==> src/hdl/nlsc_pkg.sv <==
// nlsc_pkg: shared types and constants of the length-prefix to start-code framer
// used by every module of the block; no dependencies
`default_nettype none

package nlsc_pkg;

    // register indexes on the configuration port
    localparam logic [1:0] REG_LEN_BYTES = 2'd0;
    localparam logic [1:0] REG_CODEC     = 2'd1;
    localparam logic [1:0] REG_START3    = 2'd2;

    localparam logic [1:0] CODEC_H264 = 2'd0;
    localparam logic [1:0] CODEC_H265 = 2'd1;
    localparam logic [1:0] CODEC_H266 = 2'd2;

    localparam logic [2:0] LEN_BYTES_MIN   = 3'd2;
    localparam logic [2:0] LEN_BYTES_MAX   = 3'd4;
    localparam logic [2:0] LEN_BYTES_RESET = 3'd4;

    localparam int ADDR_W = 5;
    localparam int DATA_W = 64;

    typedef enum logic [1:0] {
        PH_LEN,
        PH_FIRST,
        PH_HOLD,
        PH_BODY
    } t_phase;

    typedef struct packed {
        logic [2:0]  len_bytes;
        logic [1:0]  codec;
        logic [63:0] start3_mask;
    } t_cfg;

    // one output run: optional start code, then up to two data bytes
    typedef struct packed {
        logic       has_start;
        logic       start3;
        logic [1:0] ndata;
        logic [7:0] d0;
        logic [7:0] d1;
        logic       last;
    } t_cmd;

    typedef struct packed {
        logic full;
        logic not_empty;
    } t_q_status;

endpackage

`default_nettype wire

==> src/hdl/nlsc_if.sv <==
// nlsc_in_if / nlsc_out_if: valid-ready byte channels of the framer
// plain signals only; no dependencies
`default_nettype none

interface nlsc_in_if;
    logic       valid;
    logic       ready;
    logic [7:0] data_byte;
    logic       last_in_packet;

    modport source (output valid, output data_byte, output last_in_packet, input ready);
    modport sink   (input valid, input data_byte, input last_in_packet, output ready);
endinterface

interface nlsc_out_if;
    logic       valid;
    logic       ready;
    logic [7:0] out_byte;
    logic       last_of_run;
    logic       packet_end;

    modport source (output valid, output out_byte, output last_of_run, output packet_end,
                    input ready);
    modport sink   (input valid, input out_byte, input last_of_run, input packet_end,
                    output ready);
endinterface

`default_nettype wire

==> src/hdl/nlsc_front.sv <==
// nlsc_front: parses length fields, finds the nal type and turns each input item
// into at most one run command for the queue; uses nlsc_pkg and nlsc_in_if
`default_nettype none

module nlsc_front (
    input  wire                 i_clk,
    input  wire                 i_rst_n,
    nlsc_in_if.sink             i_in,
    input  nlsc_pkg::t_cfg      i_cfg,
    input  nlsc_pkg::t_q_status i_q,
    output logic                o_push,
    output nlsc_pkg::t_cmd      o_cmd
);

    nlsc_pkg::t_phase r_phase, n_phase;
    logic [2:0]       r_seen, n_seen;
    logic [31:0]      r_accum, n_accum;
    logic [31:0]      r_left, n_left;
    logic [7:0]       r_held, n_held;

    logic             accept;
    logic             emit;
    logic [2:0]       eff_len;
    logic [31:0]      left_dec;
    logic [5:0]       nal_type;
    logic [7:0]       b;
    logic             last;

    assign b          = i_in.data_byte;
    assign last       = i_in.last_in_packet;
    assign i_in.ready = !i_q.full;
    assign accept     = i_in.valid && !i_q.full;
    assign o_push     = accept && emit;
    assign left_dec   = r_left - 32'd1;

    always_comb begin
        if (i_cfg.len_bytes < nlsc_pkg::LEN_BYTES_MIN) begin
            eff_len = nlsc_pkg::LEN_BYTES_MIN;
        end else if (i_cfg.len_bytes > nlsc_pkg::LEN_BYTES_MAX) begin
            eff_len = nlsc_pkg::LEN_BYTES_MAX;
        end else begin
            eff_len = i_cfg.len_bytes;
        end
    end

    always_comb begin
        if (r_phase == nlsc_pkg::PH_HOLD) begin
            nal_type = {1'b0, b[7:3]};
        end else if (i_cfg.codec == nlsc_pkg::CODEC_H265) begin
            nal_type = b[6:1];
        end else begin
            nal_type = {1'b0, b[4:0]};
        end
    end

    always_comb begin
        n_phase = r_phase;
        n_seen  = r_seen;
        n_accum = r_accum;
        n_left  = r_left;
        n_held  = r_held;
        emit    = 1'b0;
        o_cmd   = '0;
        case (r_phase)
            nlsc_pkg::PH_LEN: begin
                n_accum = {r_accum[23:0], b};
                n_seen  = r_seen + 3'd1;
                if (n_seen >= eff_len) begin
                    if (n_accum == 32'd0) begin
                        // empty unit: four-byte start code alone
                        emit            = 1'b1;
                        o_cmd.has_start = 1'b1;
                    end else begin
                        n_left  = n_accum;
                        n_phase = nlsc_pkg::PH_FIRST;
                    end
                    n_accum = '0;
                    n_seen  = '0;
                end
            end
            nlsc_pkg::PH_FIRST: begin
                n_left = left_dec;
                if (i_cfg.codec == nlsc_pkg::CODEC_H266) begin
                    if (left_dec == 32'd0) begin
                        // single-byte unit has no type byte
                        emit            = 1'b1;
                        o_cmd.has_start = 1'b1;
                        o_cmd.ndata     = 2'd1;
                        o_cmd.d0        = b;
                        n_phase         = nlsc_pkg::PH_LEN;
                    end else begin
                        n_held  = b;
                        n_phase = nlsc_pkg::PH_HOLD;
                    end
                end else begin
                    emit            = 1'b1;
                    o_cmd.has_start = 1'b1;
                    o_cmd.start3    = i_cfg.start3_mask[nal_type];
                    o_cmd.ndata     = 2'd1;
                    o_cmd.d0        = b;
                    n_phase = (left_dec != 32'd0) ? nlsc_pkg::PH_BODY : nlsc_pkg::PH_LEN;
                end
            end
            nlsc_pkg::PH_HOLD: begin
                n_left          = left_dec;
                emit            = 1'b1;
                o_cmd.has_start = 1'b1;
                o_cmd.start3    = i_cfg.start3_mask[nal_type];
                o_cmd.ndata     = 2'd2;
                o_cmd.d0        = r_held;
                o_cmd.d1        = b;
                n_held          = '0;
                n_phase = (left_dec != 32'd0) ? nlsc_pkg::PH_BODY : nlsc_pkg::PH_LEN;
            end
            nlsc_pkg::PH_BODY: begin
                n_left      = left_dec;
                emit        = 1'b1;
                o_cmd.ndata = 2'd1;
                o_cmd.d0    = b;
                if (left_dec == 32'd0) begin
                    n_phase = nlsc_pkg::PH_LEN;
                end
            end
            default: begin
                n_phase = nlsc_pkg::PH_LEN;
            end
        endcase

        if (last) begin
            // packet end: a still untyped unit gets a start code, state clears
            if (n_phase == nlsc_pkg::PH_FIRST) begin
                emit            = 1'b1;
                o_cmd.has_start = 1'b1;
                o_cmd.start3    = 1'b0;
            end else if (n_phase == nlsc_pkg::PH_HOLD) begin
                emit            = 1'b1;
                o_cmd.has_start = 1'b1;
                o_cmd.start3    = 1'b0;
                o_cmd.ndata     = 2'd1;
                o_cmd.d0        = b;
            end
            n_phase = nlsc_pkg::PH_LEN;
            n_seen  = '0;
            n_accum = '0;
            n_left  = '0;
            n_held  = '0;
        end
        o_cmd.last = last;
    end

    always_ff @(posedge i_clk) begin
        if (!i_rst_n) begin
            r_phase <= nlsc_pkg::PH_LEN;
            r_seen  <= '0;
            r_accum <= '0;
            r_left  <= '0;
            r_held  <= '0;
        end else if (accept) begin
            r_phase <= n_phase;
            r_seen  <= n_seen;
            r_accum <= n_accum;
            r_left  <= n_left;
            r_held  <= n_held;
        end
    end

endmodule

`default_nettype wire

==> src/hdl/nlsc_fifo.sv <==
// nlsc_fifo: short command queue between front and back
// uses nlsc_pkg for the command and status types
`default_nettype none

module nlsc_fifo #(
    parameter int DEPTH = 4
) (
    input  wire                  i_clk,
    input  wire                  i_rst_n,
    input  wire                  i_push,
    input  nlsc_pkg::t_cmd       i_cmd,
    input  wire                  i_pop,
    output nlsc_pkg::t_cmd       o_head,
    output nlsc_pkg::t_q_status  o_status
);

    localparam int PW = (DEPTH > 1) ? $clog2(DEPTH) : 1;
    localparam int CW = $clog2(DEPTH + 1);

    nlsc_pkg::t_cmd r_mem [DEPTH];
    logic [PW-1:0]  r_wr, n_wr;
    logic [PW-1:0]  r_rd, n_rd;
    logic [CW-1:0]  r_count, n_count;
    logic           do_push;
    logic           do_pop;

    assign o_status.full      = (r_count == CW'(DEPTH));
    assign o_status.not_empty = (r_count != '0);
    assign do_push = i_push && !o_status.full;
    assign do_pop  = i_pop && o_status.not_empty;
    assign o_head  = r_mem[r_rd];

    always_comb begin
        n_wr    = r_wr;
        n_rd    = r_rd;
        n_count = r_count;
        if (do_push) begin
            n_wr = (r_wr == PW'(DEPTH - 1)) ? '0 : r_wr + PW'(1);
        end
        if (do_pop) begin
            n_rd = (r_rd == PW'(DEPTH - 1)) ? '0 : r_rd + PW'(1);
        end
        if (do_push && !do_pop) begin
            n_count = r_count + CW'(1);
        end else if (do_pop && !do_push) begin
            n_count = r_count - CW'(1);
        end
    end

    always_ff @(posedge i_clk) begin
        if (do_push) begin
            r_mem[r_wr] <= i_cmd;
        end
    end

    always_ff @(posedge i_clk) begin
        if (!i_rst_n) begin
            r_wr    <= '0;
            r_rd    <= '0;
            r_count <= '0;
        end else begin
            r_wr    <= n_wr;
            r_rd    <= n_rd;
            r_count <= n_count;
        end
    end

endmodule

`default_nettype wire

==> src/hdl/nlsc_back.sv <==
// nlsc_back: expands queued run commands into output bytes, one per cycle,
// unless stalled, through an output register; uses nlsc_pkg and nlsc_out_if
`default_nettype none

module nlsc_back (
    input  wire                 i_clk,
    input  wire                 i_rst_n,
    input  nlsc_pkg::t_cmd      i_head,
    input  nlsc_pkg::t_q_status i_q,
    output logic                o_pop,
    nlsc_out_if.source          o_out
);

    logic [2:0] r_pos, n_pos;
    logic       r_valid, n_valid;
    logic [7:0] r_byte;
    logic       r_lor;
    logic       r_pkt_end;

    logic [2:0] slen;
    logic [2:0] total;
    logic       load;
    logic       final_byte;
    logic [7:0] cur_byte;

    always_comb begin
        if (!i_head.has_start) begin
            slen = 3'd0;
        end else if (i_head.start3) begin
            slen = 3'd3;
        end else begin
            slen = 3'd4;
        end
    end

    assign total      = slen + {1'b0, i_head.ndata};
    assign final_byte = (r_pos == total - 3'd1);
    assign load       = i_q.not_empty && (!r_valid || o_out.ready);
    assign o_pop      = load && final_byte;

    always_comb begin
        if (r_pos < slen) begin
            // start code: zeros then a one
            cur_byte = (r_pos == slen - 3'd1) ? 8'h01 : 8'h00;
        end else if (r_pos == slen) begin
            cur_byte = i_head.d0;
        end else begin
            cur_byte = i_head.d1;
        end
    end

    always_comb begin
        n_pos   = r_pos;
        n_valid = r_valid;
        if (load) begin
            n_valid = 1'b1;
            n_pos   = final_byte ? 3'd0 : r_pos + 3'd1;
        end else if (o_out.ready) begin
            n_valid = 1'b0;
        end
    end

    always_ff @(posedge i_clk) begin
        if (!i_rst_n) begin
            r_pos   <= '0;
            r_valid <= 1'b0;
        end else begin
            r_pos   <= n_pos;
            r_valid <= n_valid;
        end
    end

    always_ff @(posedge i_clk) begin
        if (load) begin
            r_byte    <= cur_byte;
            r_lor     <= final_byte;
            r_pkt_end <= final_byte && i_head.last;
        end
    end

    assign o_out.valid       = r_valid;
    assign o_out.out_byte    = r_byte;
    assign o_out.last_of_run = r_lor;
    assign o_out.packet_end  = r_pkt_end;

`ifndef ASSERT_OFF
    a_pkt_end_closes_run: assert property (@(posedge i_clk) disable iff (!i_rst_n)
        r_valid && r_pkt_end |-> r_lor)
        else $error("packet end on a byte that does not close its run");

    a_pos_in_run: assert property (@(posedge i_clk) disable iff (!i_rst_n)
        i_q.not_empty |-> (r_pos < total))
        else $error("run position beyond the run length");

    a_pop_on_load: assert property (@(posedge i_clk) disable iff (!i_rst_n)
        o_pop |-> (load && final_byte))
        else $error("command popped without its final byte");

    a_pos_restart: assert property (@(posedge i_clk) disable iff (!i_rst_n)
        o_pop |=> (r_pos == 3'd0))
        else $error("run position not cleared after pop");
`endif

endmodule

`default_nettype wire

==> src/hdl/nal_length_prefix_to_start_code.sv <==
// nal_length_prefix_to_start_code: top level of the length-prefix to start-code framer
// holds the configuration registers; uses nlsc_pkg, nlsc_if, nlsc_front, nlsc_fifo, nlsc_back
//
//  channel   dir  handshake       payload
//  i_in      in   valid / ready   data_byte[7:0], last_in_packet
//  o_out     out  valid / ready   out_byte[7:0], last_of_run, packet_end
//  apb       in   psel / penable  paddr[4:0], pwdata[63:0], prdata[63:0]
//
// payload bytes pass at one item per cycle; a unit start yields up to six output bytes,
// one per cycle when not stalled, set by the single output byte register of the back end.
// items enter the command queue (QUEUE_DEPTH runs) and input stalls only when it is full.
// an item's output bytes pass through the command queue and then the output byte register.
// reset is synchronous, active low; no clearing pass, the block is ready right after.
`default_nettype none

module nal_length_prefix_to_start_code #(
    parameter int QUEUE_DEPTH = 4
) (
    input  wire                              i_clk,
    input  wire                              i_rst_n,
    nlsc_in_if.sink                          i_in,
    nlsc_out_if.source                       o_out,
    input  wire                              psel,
    input  wire                              penable,
    input  wire                              pwrite,
    input  wire  [nlsc_pkg::ADDR_W-1:0]      paddr,
    input  wire  [nlsc_pkg::DATA_W-1:0]      pwdata,
    output logic [nlsc_pkg::DATA_W-1:0]      prdata,
    output logic                             pready
);

    logic [2:0]          r_len_bytes;
    logic [1:0]          r_codec;
    logic [63:0]         r_start3_mask;
    logic [1:0]          reg_idx;
    logic                wr_en;

    nlsc_pkg::t_cfg      cfg;
    nlsc_pkg::t_cmd      push_cmd;
    nlsc_pkg::t_cmd      head_cmd;
    nlsc_pkg::t_q_status q_stat;
    logic                push;
    logic                pop;

    assign pready  = 1'b1;
    assign reg_idx = paddr[4:3];
    assign wr_en   = psel && penable && pwrite;

    always_ff @(posedge i_clk) begin
        if (!i_rst_n) begin
            r_len_bytes   <= nlsc_pkg::LEN_BYTES_RESET;
            r_codec       <= nlsc_pkg::CODEC_H264;
            r_start3_mask <= '0;
        end else if (wr_en) begin
            case (reg_idx)
                nlsc_pkg::REG_LEN_BYTES: r_len_bytes   <= pwdata[2:0];
                nlsc_pkg::REG_CODEC:     r_codec       <= pwdata[1:0];
                nlsc_pkg::REG_START3:    r_start3_mask <= pwdata;
                default: begin
                end
            endcase
        end
    end

    always_comb begin
        case (reg_idx)
            nlsc_pkg::REG_LEN_BYTES: prdata = {61'd0, r_len_bytes};
            nlsc_pkg::REG_CODEC:     prdata = {62'd0, r_codec};
            nlsc_pkg::REG_START3:    prdata = r_start3_mask;
            default:                 prdata = '0;
        endcase
    end

    assign cfg.len_bytes   = r_len_bytes;
    assign cfg.codec       = r_codec;
    assign cfg.start3_mask = r_start3_mask;

    nlsc_front u_front (
        .i_clk   (i_clk),
        .i_rst_n (i_rst_n),
        .i_in    (i_in),
        .i_cfg   (cfg),
        .i_q     (q_stat),
        .o_push  (push),
        .o_cmd   (push_cmd)
    );

    nlsc_fifo #(
        .DEPTH (QUEUE_DEPTH)
    ) u_fifo (
        .i_clk    (i_clk),
        .i_rst_n  (i_rst_n),
        .i_push   (push),
        .i_cmd    (push_cmd),
        .i_pop    (pop),
        .o_head   (head_cmd),
        .o_status (q_stat)
    );

    nlsc_back u_back (
        .i_clk   (i_clk),
        .i_rst_n (i_rst_n),
        .i_head  (head_cmd),
        .i_q     (q_stat),
        .o_pop   (pop),
        .o_out   (o_out)
    );

endmodule

`default_nettype wire

==> src/flat_wrapper.sv <==
// flat-port wrapper written by rule: the top's interface ports become plain ports
module nal_length_prefix_to_start_code_flat 
#(
    parameter int QUEUE_DEPTH = 4
)
  (i_clk, i_rst_n, psel, penable, pwrite, paddr, pwdata, prdata, pready, i_in_valid, i_in_data_byte, i_in_last_in_packet, i_in_ready, o_out_valid, o_out_out_byte, o_out_last_of_run, o_out_packet_end, o_out_ready);
  nlsc_in_if i_in_i ();
  nlsc_out_if o_out_i ();
  input  wire i_clk;
  input  wire i_rst_n;
  input  wire psel;
  input  wire penable;
  input  wire pwrite;
  input  wire  [nlsc_pkg::ADDR_W-1:0] paddr;
  input  wire  [nlsc_pkg::DATA_W-1:0] pwdata;
  output logic [nlsc_pkg::DATA_W-1:0] prdata;
  output logic pready;
  input wire logic [$bits(i_in_i.valid)-1:0] i_in_valid;
  input wire logic [$bits(i_in_i.data_byte)-1:0] i_in_data_byte;
  input wire logic [$bits(i_in_i.last_in_packet)-1:0] i_in_last_in_packet;
  output wire logic [$bits(i_in_i.ready)-1:0] i_in_ready;
  output wire logic [$bits(o_out_i.valid)-1:0] o_out_valid;
  output wire logic [$bits(o_out_i.out_byte)-1:0] o_out_out_byte;
  output wire logic [$bits(o_out_i.last_of_run)-1:0] o_out_last_of_run;
  output wire logic [$bits(o_out_i.packet_end)-1:0] o_out_packet_end;
  input wire logic [$bits(o_out_i.ready)-1:0] o_out_ready;
  assign i_in_i.valid = i_in_valid;
  assign i_in_i.data_byte = i_in_data_byte;
  assign i_in_i.last_in_packet = i_in_last_in_packet;
  assign i_in_ready = i_in_i.ready;
  assign o_out_valid = o_out_i.valid;
  assign o_out_out_byte = o_out_i.out_byte;
  assign o_out_last_of_run = o_out_i.last_of_run;
  assign o_out_packet_end = o_out_i.packet_end;
  assign o_out_i.ready = o_out_ready;
  nal_length_prefix_to_start_code #(.QUEUE_DEPTH(QUEUE_DEPTH)) u_core (.i_clk(i_clk), .i_rst_n(i_rst_n), .i_in(i_in_i), .o_out(o_out_i), .psel(psel), .penable(penable), .pwrite(pwrite), .paddr(paddr), .pwdata(pwdata), .prdata(prdata), .pready(pready));
endmodule
==> config.mk <==
export PLATFORM = sky130hd
export DESIGN_NAME = nal_length_prefix_to_start_code_flat
export DESIGN_NICKNAME = d
export VERILOG_FILES = /design/src/hdl/nlsc_pkg.sv /design/src/hdl/nlsc_if.sv /design/src/hdl/nlsc_front.sv /design/src/hdl/nlsc_fifo.sv /design/src/hdl/nlsc_back.sv /design/src/hdl/nal_length_prefix_to_start_code.sv /design/src/flat_wrapper.sv
export SDC_FILE = /design/constraint.sdc
export NUM_CORES = 1
export LEC_CHECK = 0
export BUFFER_PORTS_ARGS = -buffer_cell sky130_fd_sc_hd__buf_2
export CAP_MARGIN = 15
export CELL_PAD_IN_SITES_DETAIL_PLACEMENT = 1
export CELL_PAD_IN_SITES_GLOBAL_PLACEMENT = 1
export CORE_AREA = 2 2 165 167
export CTS_CLUSTER_SIZE = 10
export DETAILED_ROUTE_END_ITERATION = 10
export DIE_AREA = 0 0 167 169
export GPL_ROUTABILITY_DRIVEN = 0
export PLACE_DENSITY_LB_ADDON = 0.1
export SKIP_LAST_GASP = 1
export SYNTH_ARGS = -nofsm -noshare
export SYNTH_HDL_FRONTEND = slang
export SYNTH_HIERARCHICAL = 1
export SYNTH_SLANG_ARGS = --single-unit
==> constraint.sdc <==
create_clock -name i_clk -period 7.2 [get_ports i_clk]
set_input_delay 0.72 -clock i_clk [delete_from_list [all_inputs] [get_ports i_clk]]
set_output_delay 0.72 -clock i_clk [all_outputs]
set_load 0.005 [all_outputs]
# Word-level counts from Yosys, hierarchy flattened
# Memories as Yosys holds them, arrays and structs flattened. A register that Yosys moved wholly into a read port is not among the register bits.
# Index checks and enable logic that the tools add are counted.
# word_totals
n_memories,1
reg_bits,159
latchBits,0
output_inout_bits,77
mem_bits_rw,84
romBits,0
inputBits,85
# op_classes
div_mod_pow,0
order_cmp,5
shift,0
bitwise,0
n_reduce_logical,34
add_sub_neg,10
mul,0
n_eq_ne,19
muxes,64
# mem_list
name,words,width,rd,rd_clocked_by_memory_dff,wr,line_no,rtl
u_core.u_fifo.r_mem,4,21,1,1,1,nlsc_fifo.sv:20,nlsc_pkg::t_cmd r_mem [DEPTH];
# ops
cell,count
case mux 64 bit (3 select lines),1
two-way mux 32 bit,3
two-way mux 24 bit,3
zero test 32 bit,2
case mux 32 bit (2 select lines),1
two-way mux 8 bit,6
nonzero test 32 bit,1
subtractor 32 x 1 -> 32 bit (second input constant),1
two-way mux 3 bit,10
case mux 10 bit (3 select lines),1
two-way mux 12 bit,2
two-way mux 2 bit,12
two-way mux 9 bit,2
case mux 8 bit (2 select lines),1
equality test 2 bit (second input constant),7
two-way mux 1 bit,14
two-way mux 6 bit,2
inequality test 3 bit (second input constant),4
logical AND 1 bit,11
two-way mux 10 bit,1
adder 3 x 1 -> 3 bit (second input constant),3
equality test 3 bit,3
subtractor 3 x 1 -> 3 bit (second input constant),3
equality test 2 x 1 -> 1 bit (second input constant),4
22 further kinds,34

# Depth between registers and ports, before layout
# Gate-level depths: netlist of run 1.
# logic_depth
ltp_word,16
mapped_depth,20
mapped_depth_nobuf,19

# By module
# Netlist of run 1, hierarchy kept.
# by_module_without_submodules
mod,cells_each,instances,area_per_inst_um2
nlsc_front,652,1,5084.9
nlsc_fifo,160,1,3533.4
nal_length_prefix_to_start_code,379,1,3326.9
nlsc_back,73,1,847.1

# Worst setup path after synthesis of run 1
# No wires, ideal clock.
# synth_path
path_type,reg-to-reg
startpoint,register u_core.u_front.r_left[0]
endpoint,register u_core.u_fifo.r_count[2]
t_required_ns,7.124
n_path_buf,1
synth_period_minus_slack_ns,4.185
setup_ns,0.076
stages_incl_launch_ff,20
setup_slack_ns,3.015
arrival_ns,4.109
cell_sequence,dfxtp_1 -> inv_1 -> ha_1 -> nor3b_2 -> nand3_2 -> nor3_1 -> xor2_1 -> nor4b_2 -> nand3_1 -> o21bai_1 -> a21oi_1 -> nor2_1 -> nor2b_1 -> buf_2 -> ha_1 -> inv_1 -> fa_1 -> xor2_1 -> or3_2 -> a21boi_0
# synth_via
elab_chain_cells,14
word_cells_on_any_way,23
# synth_lines
item,line_no,rtl
"start, declared",nlsc_front.sv:18,"logic [31:0] r_left, n_left;"
"start signal, assigned",nlsc_front.sv:162,r_left <= n_left;
subtractor 32 x 1 -> 32 bit *,nlsc_front.sv:34,assign left_dec = r_left - 32'd1;
nonzero test 32 bit or zero test 32 bit (tied branches),n/a,
two-way mux 2 bit (on tied branches),"nlsc_front.sv:101, nlsc_front.sv:113, nlsc_front.sv:84",
two-way mux 2 bit,nlsc_front.sv:83,if (i_cfg.codec == nlsc_pkg::CODEC_H266) begin
case mux 2 bit (4 select lines),nlsc_front.sv:64,case (r_phase)
equality test 2 bit,nlsc_front.sv:135,end else if (n_phase == nlsc_pkg::PH_HOLD) begin
two-way mux 1 bit,nlsc_front.sv:135,
two-way mux 1 bit,nlsc_front.sv:131,if (n_phase == nlsc_pkg::PH_FIRST) begin
two-way mux 1 bit *,nlsc_front.sv:129,if (last) begin
logical AND 1 bit *,nlsc_front.sv:33,assign o_push = accept && emit;
named net u_core.push,nal_length_prefix_to_start_code.sv:42,logic push;
logical AND 1 bit *,nlsc_fifo.sv:29,assign do_push = i_push && !o_status.full;
named net u_core.u_fifo.do_push,nlsc_fifo.sv:24,logic do_push;
zero test 1 bit,nlsc_fifo.sv:45,end else if (do_pop && !do_push) begin
logical AND 1 bit,nlsc_fifo.sv:45,
nonzero test 2 bit (no source line),n/a,
"end signal, assigned",nlsc_fifo.sv:64,r_count <= n_count;
"end, declared",nlsc_fifo.sv:23,"logic [CW-1:0] r_count, n_count;"
# Mark *: on every way through the listed nets, which the timed path passes. The rest lies on a longest branch.
# A chain may end at the register's enable or synchronous reset.

# Worst setup path after layout of run 1
# layout_path
startpoint,register u_core.u_front.r_left[0]
endpoint,register u_core.u_fifo.r_count[2]
# layout_via
elab_chain_cells,14
word_cells_on_any_way,23
# layout_lines
item,line_no
subtractor 32 x 1 -> 32 bit *,nlsc_front.sv:34
nonzero test 32 bit or zero test 32 bit (tied branches),n/a
two-way mux 2 bit (on tied branches),"nlsc_front.sv:101, nlsc_front.sv:113, nlsc_front.sv:84"
two-way mux 2 bit,nlsc_front.sv:83
case mux 2 bit (4 select lines),nlsc_front.sv:64
equality test 2 bit,nlsc_front.sv:135
two-way mux 1 bit,nlsc_front.sv:135
two-way mux 1 bit,nlsc_front.sv:131
two-way mux 1 bit *,nlsc_front.sv:129
logical AND 1 bit *,nlsc_front.sv:33
named net u_core.push,nal_length_prefix_to_start_code.sv:42
logical AND 1 bit *,nlsc_fifo.sv:29
zero test 1 bit,nlsc_fifo.sv:45
logical AND 1 bit,nlsc_fifo.sv:45
nonzero test 2 bit (no source line),n/a
# Marks and branches as above.

==> metrics.cfg, run 1 <==
[drt]
drt_iter0_drc = 601
firstDrtPassIters = 7
drt-total-wl_um = 35900
drcViolationCount = 0
wl_per_cell_um = 20.7
avgViaCountPerCell = 5.72
postRouteAntennaNets = 0
vias = 9907

[logic_synthesis]
syn_avg_cell_area_um2 = 10.1
ys_seq_area_frac = 0.457
yosys.area_share.xor_xnor = 0.0156
synth_ff_type = dfxtp_1
synth_fa_ha_area_frac = 0.0221
synth_area_um2 = 12800
synthCells = 1264
ys_types = 85
ys_warn_count = 6
ys_ff_latch = 245
async_reset_ff_frac = 0
synth_compound_area_frac = 0.101
synth_nets = 1371
synth-edff-count = 94
synthMuxAreaShare = 0.146
synth_top_family_by_area = simple AND/OR/NAND/NOR gates
synthSimpleGateAreaFrac = 0.211

[worst_setup_path]
r2r_slack_ns = 1.65
reg2reg_depth = 18
crit_required_ns = 7.68
cp_max_fo = 10
end_kind = register
startpoint_type = register
r2r-end = u_core/u_fifo/r_count[2]$_SDFFE_PN0P_
path_class = register to register
critPathLaunch = u_core/u_front/r_left[0]$_SDFFE_PN0P_
cp.arrival_ns = 6.03
cp-endpoint = u_core/u_fifo/r_count[2]$_SDFFE_PN0P_
r2r_start = u_core/u_front/r_left[0]$_SDFFE_PN0P_

[global_route]
antenna_found_initial = 1
grt_usage = 0.250
grt_overflow_total = 0
grt_pass1_wl_um = 56700
grt_max_degree = 114
grt_pass1_vias = 10342

[finish]
nFillCells = 2966
final_util = 0.547
drive_above_1_share = 0.183
layout_commonest_cell = nand2_1
multiInputGateArea_um2 = 6360
final_nets = 1477
register_area_um2 = 5850
area_delta_synth_final_pct = 13.4
final_cell_mix = 206 x nand2_1, 156 x buf_2, 151 x dfxtp_1, 113 x mux2i_1, 94 x edfxtp_1

[sta]
worst_slack_ns = 1.65
finalClockSkew_ns = 0.0101
slew_headroom = 0.233
hold_slack_ns = 0.396
setup_viol = 0
fin_setup_tns_ns = 0
fmax_mhz = 180
hold_viol = 0
finalMaxSlewViolations = 0
period_needed_ns = 5.55
worstMarginPinSlew_ns = 1.15
post-route-period-util = 0.771
grt_setup_unrepaired = false

[cts]
clkTransAtPathRegs_ns = 0.06
ctsResizeCount = 0
root_buffer = clkbuf_16
cts_tree = done
clock_latency_ns = 0.57
clockBufferDepth = 3
cts_setup_buffers = 0
cts-hold-fix-buffers = 0
cts_buffers = 30
htreeDepth = 1
cts.sink_count = 245

[power]
p_sw_mw = 0.774
swShare = 0.245
powerDensity_nw_per_um2 = 218
power.internal_mw = 2.39
combPwrFrac = 0.087
p_leak_nw = 5.66
power.share.sequential = 0.464
p_clk_frac = 0.449
total_power_mw = 3.16
max-vdd-ir-drop_mv = 0.197

[floorplan]
dieArea_um2 = 28200
fp-row-count = 60
initial_utilization = 0.483
die_w_um = 167
ioPinCount = 162
coreArea_um2 = 26500
die_h_um = 169

[placed_design]
port_buffers = 157
hpwlAfterDp_um = 24000
post-place-ws_ns = 1.68

[hold_path]
hold_class = input port to register

[job]
cap_viol_max_count = 0

[outcome]
status = complete, no violations

critical path: stages (launching register included):
cell and delay [ns]:
dfxtp_1 0.37, inv_1 0.11, ha_1 0.24, nor3b_2 0.60
nand3_2 0.37, nor3_1 0.47, xor2_1 0.16, nor4b_2 0.41
nand3_1 0.26, o21bai_1 0.22, a21oi_1 0.11, nor2_1 0.14
nor2b_1 0.46, ha_1 0.27, inv_1 0.07, fa_1 0.43
xor2_1 0.18, or3_2 0.41, a21boi_0 0.19
state kept, by name, indices dropped and copies added (netlist names), 8 cells and up, named ones only:
signal,count
u_core/u_front/r_held,8
u_core/u_front/r_left,32
u_core/u_front/r_accum,24
u_core/u_fifo/r_mem,84
u_core/r_start3_mask,64
u_core/u_back/o_out.out_byte,8
worst min path at each step:
stage / cells past startpoint / from / slack (ns) / endpoint
after floorplan: 2 / u_core/u_front/r_held[0]$_SDFFE_PN0P_ / 0.44 / u_core/u_front/r_held[0]$_SDFFE_PN0P_
after global placement: 2 / u_core/u_front/r_held[1]$_SDFFE_PN0P_ / 0.44 / u_core/u_front/r_held[1]$_SDFFE_PN0P_
after detailed placement: 2 / u_core/u_front/r_held[3]$_SDFFE_PN0P_ / 0.46 / u_core/u_front/r_held[3]$_SDFFE_PN0P_
after CTS: 3 / pwdata[8] / 0.38 / u_core/r_start3_mask[8]$_SDFFE_PN0P_
after global routing: 3 / pwdata[25] / 0.39 / u_core/r_start3_mask[25]$_SDFFE_PN0P_
final: 2 / pwdata[2] / 0.40 / u_core/r_len_bytes[2]$_SDFFE_PN1P_
final cells by class:
class                           instances  area share
Timing Repair Buffer                  165      0.0601
Tap cell                              341      0.0294
Multi-Input combinational cell        907       0.439
Antenna cell                            1    0.000173
Clock inverter                          5     0.00509
Clock buffer                           47      0.0582
Inverter                               21     0.00543
Sequential cell                       245       0.403
routing by layer:
layer	GRT usage	wire length, um	vias up
met3	0.0309	1350	69
met5	0	0	-
li1	-	-	4713
met4	0.0708	980	0
met1	0.327	16200	4929
met2	0.437	17400	196
power by group through the flow:
stage          clock [mW]  combinational, mW  sequential, mW
2_1_floorplan           0              0.194            1.49
3_3_place_gp            0              0.266            1.49
3_5_place_dp            0              0.271            1.50
4_1_cts              1.45              0.273            1.47
5_1_grt              1.50              0.301            1.47
6_report             1.42              0.274            1.47
synthesized netlist by cell type, types with 6 or more instances:
cell type	count	area [um2]
a22o_1	9	78.8
nor2_1	59	221
nor3_1	23	115
a22oi_1	39	293
and2_1	91	569
ha_1	21	263
a21oi_1	33	165
edfxtp_1	94	2820
xor2_1	11	96.3
buf_12	7	140
inv_1	21	78.8
or3_1	7	43.8
nor4_1	23	144
dfxtp_1	151	3020
nand2_1	206	773
clkbuf_1	58	218
xnor2_1	9	78.8
nand2b_1	7	43.8
nand3_1	8	40.0
nor2b_1	46	288
mux4_2	24	541
buf_2	16	80.1
mux2i_1	113	1130
mux4_1	6	158
o21ai_0	62	310
nand4_1	9	56.3
kinds of logic (layout without fill, tap and decap cells):
logic type,after synthesis,in the layout
AO/OA/AOI/OAI,196,196
AND/OR/NAND/NOR,521,521
multiplexers,146,146
adder cells (fa/ha/maj),22,22
buffers and inverters,112,238
XOR/XNOR,21,21
flip-flops,245,245
other,1,2
stage by stage:
step | instance area, um2 | cells
after floorplan | 12800 | 1264
after global placement | 13600 | 1678
after detailed placement | 13600 | 1678
after CTS | 14500 | 1730
after global routing | 14500 | 1732
final | 14500 | 1732
Power figures use the tool's default switching activity.
==> inputs of run 2 (changes only) <==
--- a/config.mk
+++ b/config.mk
@@ -9,10 +9,10 @@
 export CAP_MARGIN = 15
 export CELL_PAD_IN_SITES_DETAIL_PLACEMENT = 1
 export CELL_PAD_IN_SITES_GLOBAL_PLACEMENT = 1
-export CORE_AREA = 2 2 165 167
+export CORE_AREA = 2 2 180 182
 export CTS_CLUSTER_SIZE = 10
 export DETAILED_ROUTE_END_ITERATION = 10
-export DIE_AREA = 0 0 167 169
+export DIE_AREA = 0 0 182 184
 export GPL_ROUTABILITY_DRIVEN = 0
 export PLACE_DENSITY_LB_ADDON = 0.1
 export SKIP_LAST_GASP = 1
==> constraint.sdc (replaced) <==
create_clock -name i_clk -period 4.95 [get_ports i_clk]
set_input_delay 0.495 -clock i_clk [delete_from_list [all_inputs] [get_ports i_clk]]
set_output_delay 0.495 -clock i_clk [all_outputs]
set_load 0.005 [all_outputs]
==> run 2 against run 1 <==
Sequential power is 45% higher. Critical path depth is 1 higher. Core utilization is 7.6 points lower. Highest routed layer unchanged.
==> metrics.cfg, run 2 (synthesized netlist as in run 1, its figures left out) <==
[drt]
avgViaCountPerCell = 5.47  ; -4.3%
drt_iter0_drc = 616  ; +2.5%
vias = 9981  ; +0.75%
drcViolationCount = 0  ; unchanged
postRouteAntennaNets = 0  ; unchanged
wl_per_cell_um = 20.3  ; -2.0%
drt-total-wl_um = 37000  ; +3.2%
firstDrtPassIters = 7  ; unchanged

[floorplan]
ioPinCount = 162  ; unchanged
coreArea_um2 = 31400  ; +18%
initial_utilization = 0.407  ; -0.0752
die_h_um = 184  ; +8.9%
fp-row-count = 65  ; +8.3%
dieArea_um2 = 33500  ; +19%
die_w_um = 182  ; +9.0%

[global_route]
antenna_found_initial = 5  ; +4
grt_usage = 0.220  ; -0.0297
grt_pass1_wl_um = 58600  ; +3.2%
grt_pass1_vias = 10338  ; -0.039%
grt_overflow_total = 0  ; unchanged
grt_max_degree = 123  ; +7.9%

[cts]
htreeDepth = 1  ; unchanged
cts_setup_buffers = 0  ; unchanged
clockBufferDepth = 3  ; unchanged
clock_latency_ns = 0.57  ; about the same
cts_tree = done
cts.sink_count = 245  ; unchanged
root_buffer = clkbuf_16
cts_buffers = 30  ; unchanged
clkTransAtPathRegs_ns = 0.06  ; about the same

[sta]
slew_headroom = 0.308  ; +0.0752
grt_setup_unrepaired = false
finalMaxSlewViolations = 0  ; unchanged
setup_viol = 0  ; unchanged
fin_setup_tns_ns = 0  ; unchanged
hold_viol = 0  ; unchanged
finalClockSkew_ns = 0.0262  ; +0.0161 ns
worstMarginPinSlew_ns = 1.04  ; -0.114 ns
fmax_mhz = 220  ; +22%
post-route-period-util = 0.919  ; +0.149
period_needed_ns = 4.55  ; -0.999 ns

[worst_setup_path]
path_class = register to register
end_kind = register
crit_slowest_cell = or3b_2
path_buf_inv = 3  ; +1
cp_cell_sequence = inv_1, ha_1, or3b_2, nor3_2, a211oi_1, a31oi_1, nor4b_4, nand3_1, buf_4, o211a_1, a21oi_1, nor2_1, nor2b_1, ha_1, inv_1, fa_1, xor2_1, or3_2, a21boi_0
cp.arrival_ns = 5.02  ; -1.01 ns
cp_top_family = simple AND/OR/NAND/NOR gates
startpoint_type = register
crit_required_ns = 5.42  ; -2.26 ns
slowest_delay_ns = 0.57  ; -0.03 ns
cp_max_fo = 7  ; -3

[power]
max-vdd-ir-drop_mv = 0.262  ; +33%
powerDensity_nw_per_um2 = 310  ; +42%
total_power_mw = 4.59  ; +45%
p_leak_nw = 5.78  ; +2.1%

[finish]
drive_above_1_share = 0.200  ; +0.0168
final_util = 0.471  ; -0.0761
area_delta_synth_final_pct = 15.7
top_register = u_core/u_fifo/r_mem
final_nets = 1502  ; +1.7%
largest_reg_flops = 84  ; unchanged
top_regs = u_core/u_fifo/r_mem (84), u_core/r_start3_mask (64), u_core/u_front/r_left (32)
layout_commonest_cell = nand2_1
final_cell_mix = 206 x nand2_1, 156 x buf_2, 151 x dfxtp_1, 113 x mux2i_1, 94 x edfxtp_1

[placed_design]
hpwlAfterDp_um = 25900  ; +8.0%
port_buffers = 157  ; unchanged

[job]
cap_viol_max_count = 0  ; unchanged

[hold_path]
hold_class = input port to register

[outcome]
status = complete, no violations

==> run 2: cell count changes in the layout (fill, tap and decap cells not counted), sizes merged <==
cell,delta
diode,+3
bufinv,-1
clkinvlp,+1
buf,+25
clkinv,-2
clkbuf,+5
==> run 2: metrics by stage <==
| step | hold WS [ns] | cells | setup WS, ns | cell area (um2) |
|---|---|---|---|---|
| after floorplan | 0.438 | 1264 | 0.765 | 12800 |
| after global placement | 0.444 | 1765 | 0.449 | 13800 |
| after detailed placement | 0.460 | 1765 | 0.365 | 13800 |
| after CTS | 0.126 | 1820 | 0.339 | 14800 |
| after global routing | 0.149 | 1821 | 0.00939 | 14800 |
| final | 0.160 | 1824 | 0.399 | 14800 |
==> run 2: worst reg2reg max path: stages, from the launching register on <==
cell and delay (ns):
dfxtp_1 0.37, inv_1 0.10, ha_1 0.24, or3b_2 0.57
nor3_2 0.29, a211oi_1 0.11, a31oi_1 0.25, nor4b_4 0.09
nand3_1 0.13, buf_4 0.15, o211a_1 0.18, a21oi_1 0.08
nor2_1 0.23, nor2b_1 0.23, ha_1 0.22, inv_1 0.07
fa_1 0.42, xor2_1 0.18, or3_2 0.40, a21boi_0 0.17
==> run 2: power by group <==
group | internal [mW] | leakage, nW | switching [mW] | total, mW
sequential | 2.11 | 2.14 | 0.0262 | 2.13
clock | 1.19 | 0.435 | 0.842 | 2.03
combinational | 0.166 | 3.20 | 0.262 | 0.428
==> run 2: repair_timing <==
action,4_1_cts,5_1_grt
resized for setup,0,5
hold buffers,0,0
setup endpoints to repair,0,1
==> run 2: path summary, 6_finish.rpt <==
kind                                              start                               endpoint  slack [ns]  cells after the start
setup / recovery  u_core/u_front/r_left[0]$_SDFFE_PN0P_  u_core/u_fifo/r_count[2]$_SDFFE_PN0P_        0.40                     19
hold / removal                                pwdata[2]     u_core/r_len_bytes[2]$_SDFFE_PN1P_        0.16                      2
setup reg to reg  u_core/u_front/r_left[0]$_SDFFE_PN0P_  u_core/u_fifo/r_count[2]$_SDFFE_PN0P_        0.40                     19
hold reg to reg   u_core/u_front/r_held[6]$_SDFFE_PN0P_  u_core/u_front/r_held[6]$_SDFFE_PN0P_        0.47                      2
==> run 2: area by class of cell <==
cell class                      instances  area, um2
Multi-Input combinational cell        907       6390
Antenna cell                            4       10.0
Sequential cell                       245       5850
Clock buffer                           52        873
Timing Repair Buffer                  190       1050
Tap cell                              402        503
Clock inverter                          3       42.5
Inverter                               21       78.8
Fill cell                            3557      16600
==> run 2: metal layers <==
layer  GRT usage  vias up  wire (um)
met5           0        -          0
li1            -     4774          -
met4      0.0506        0        669
met3      0.0311       48       1650
met1       0.288     4948      16500
met2       0.387      211      18200
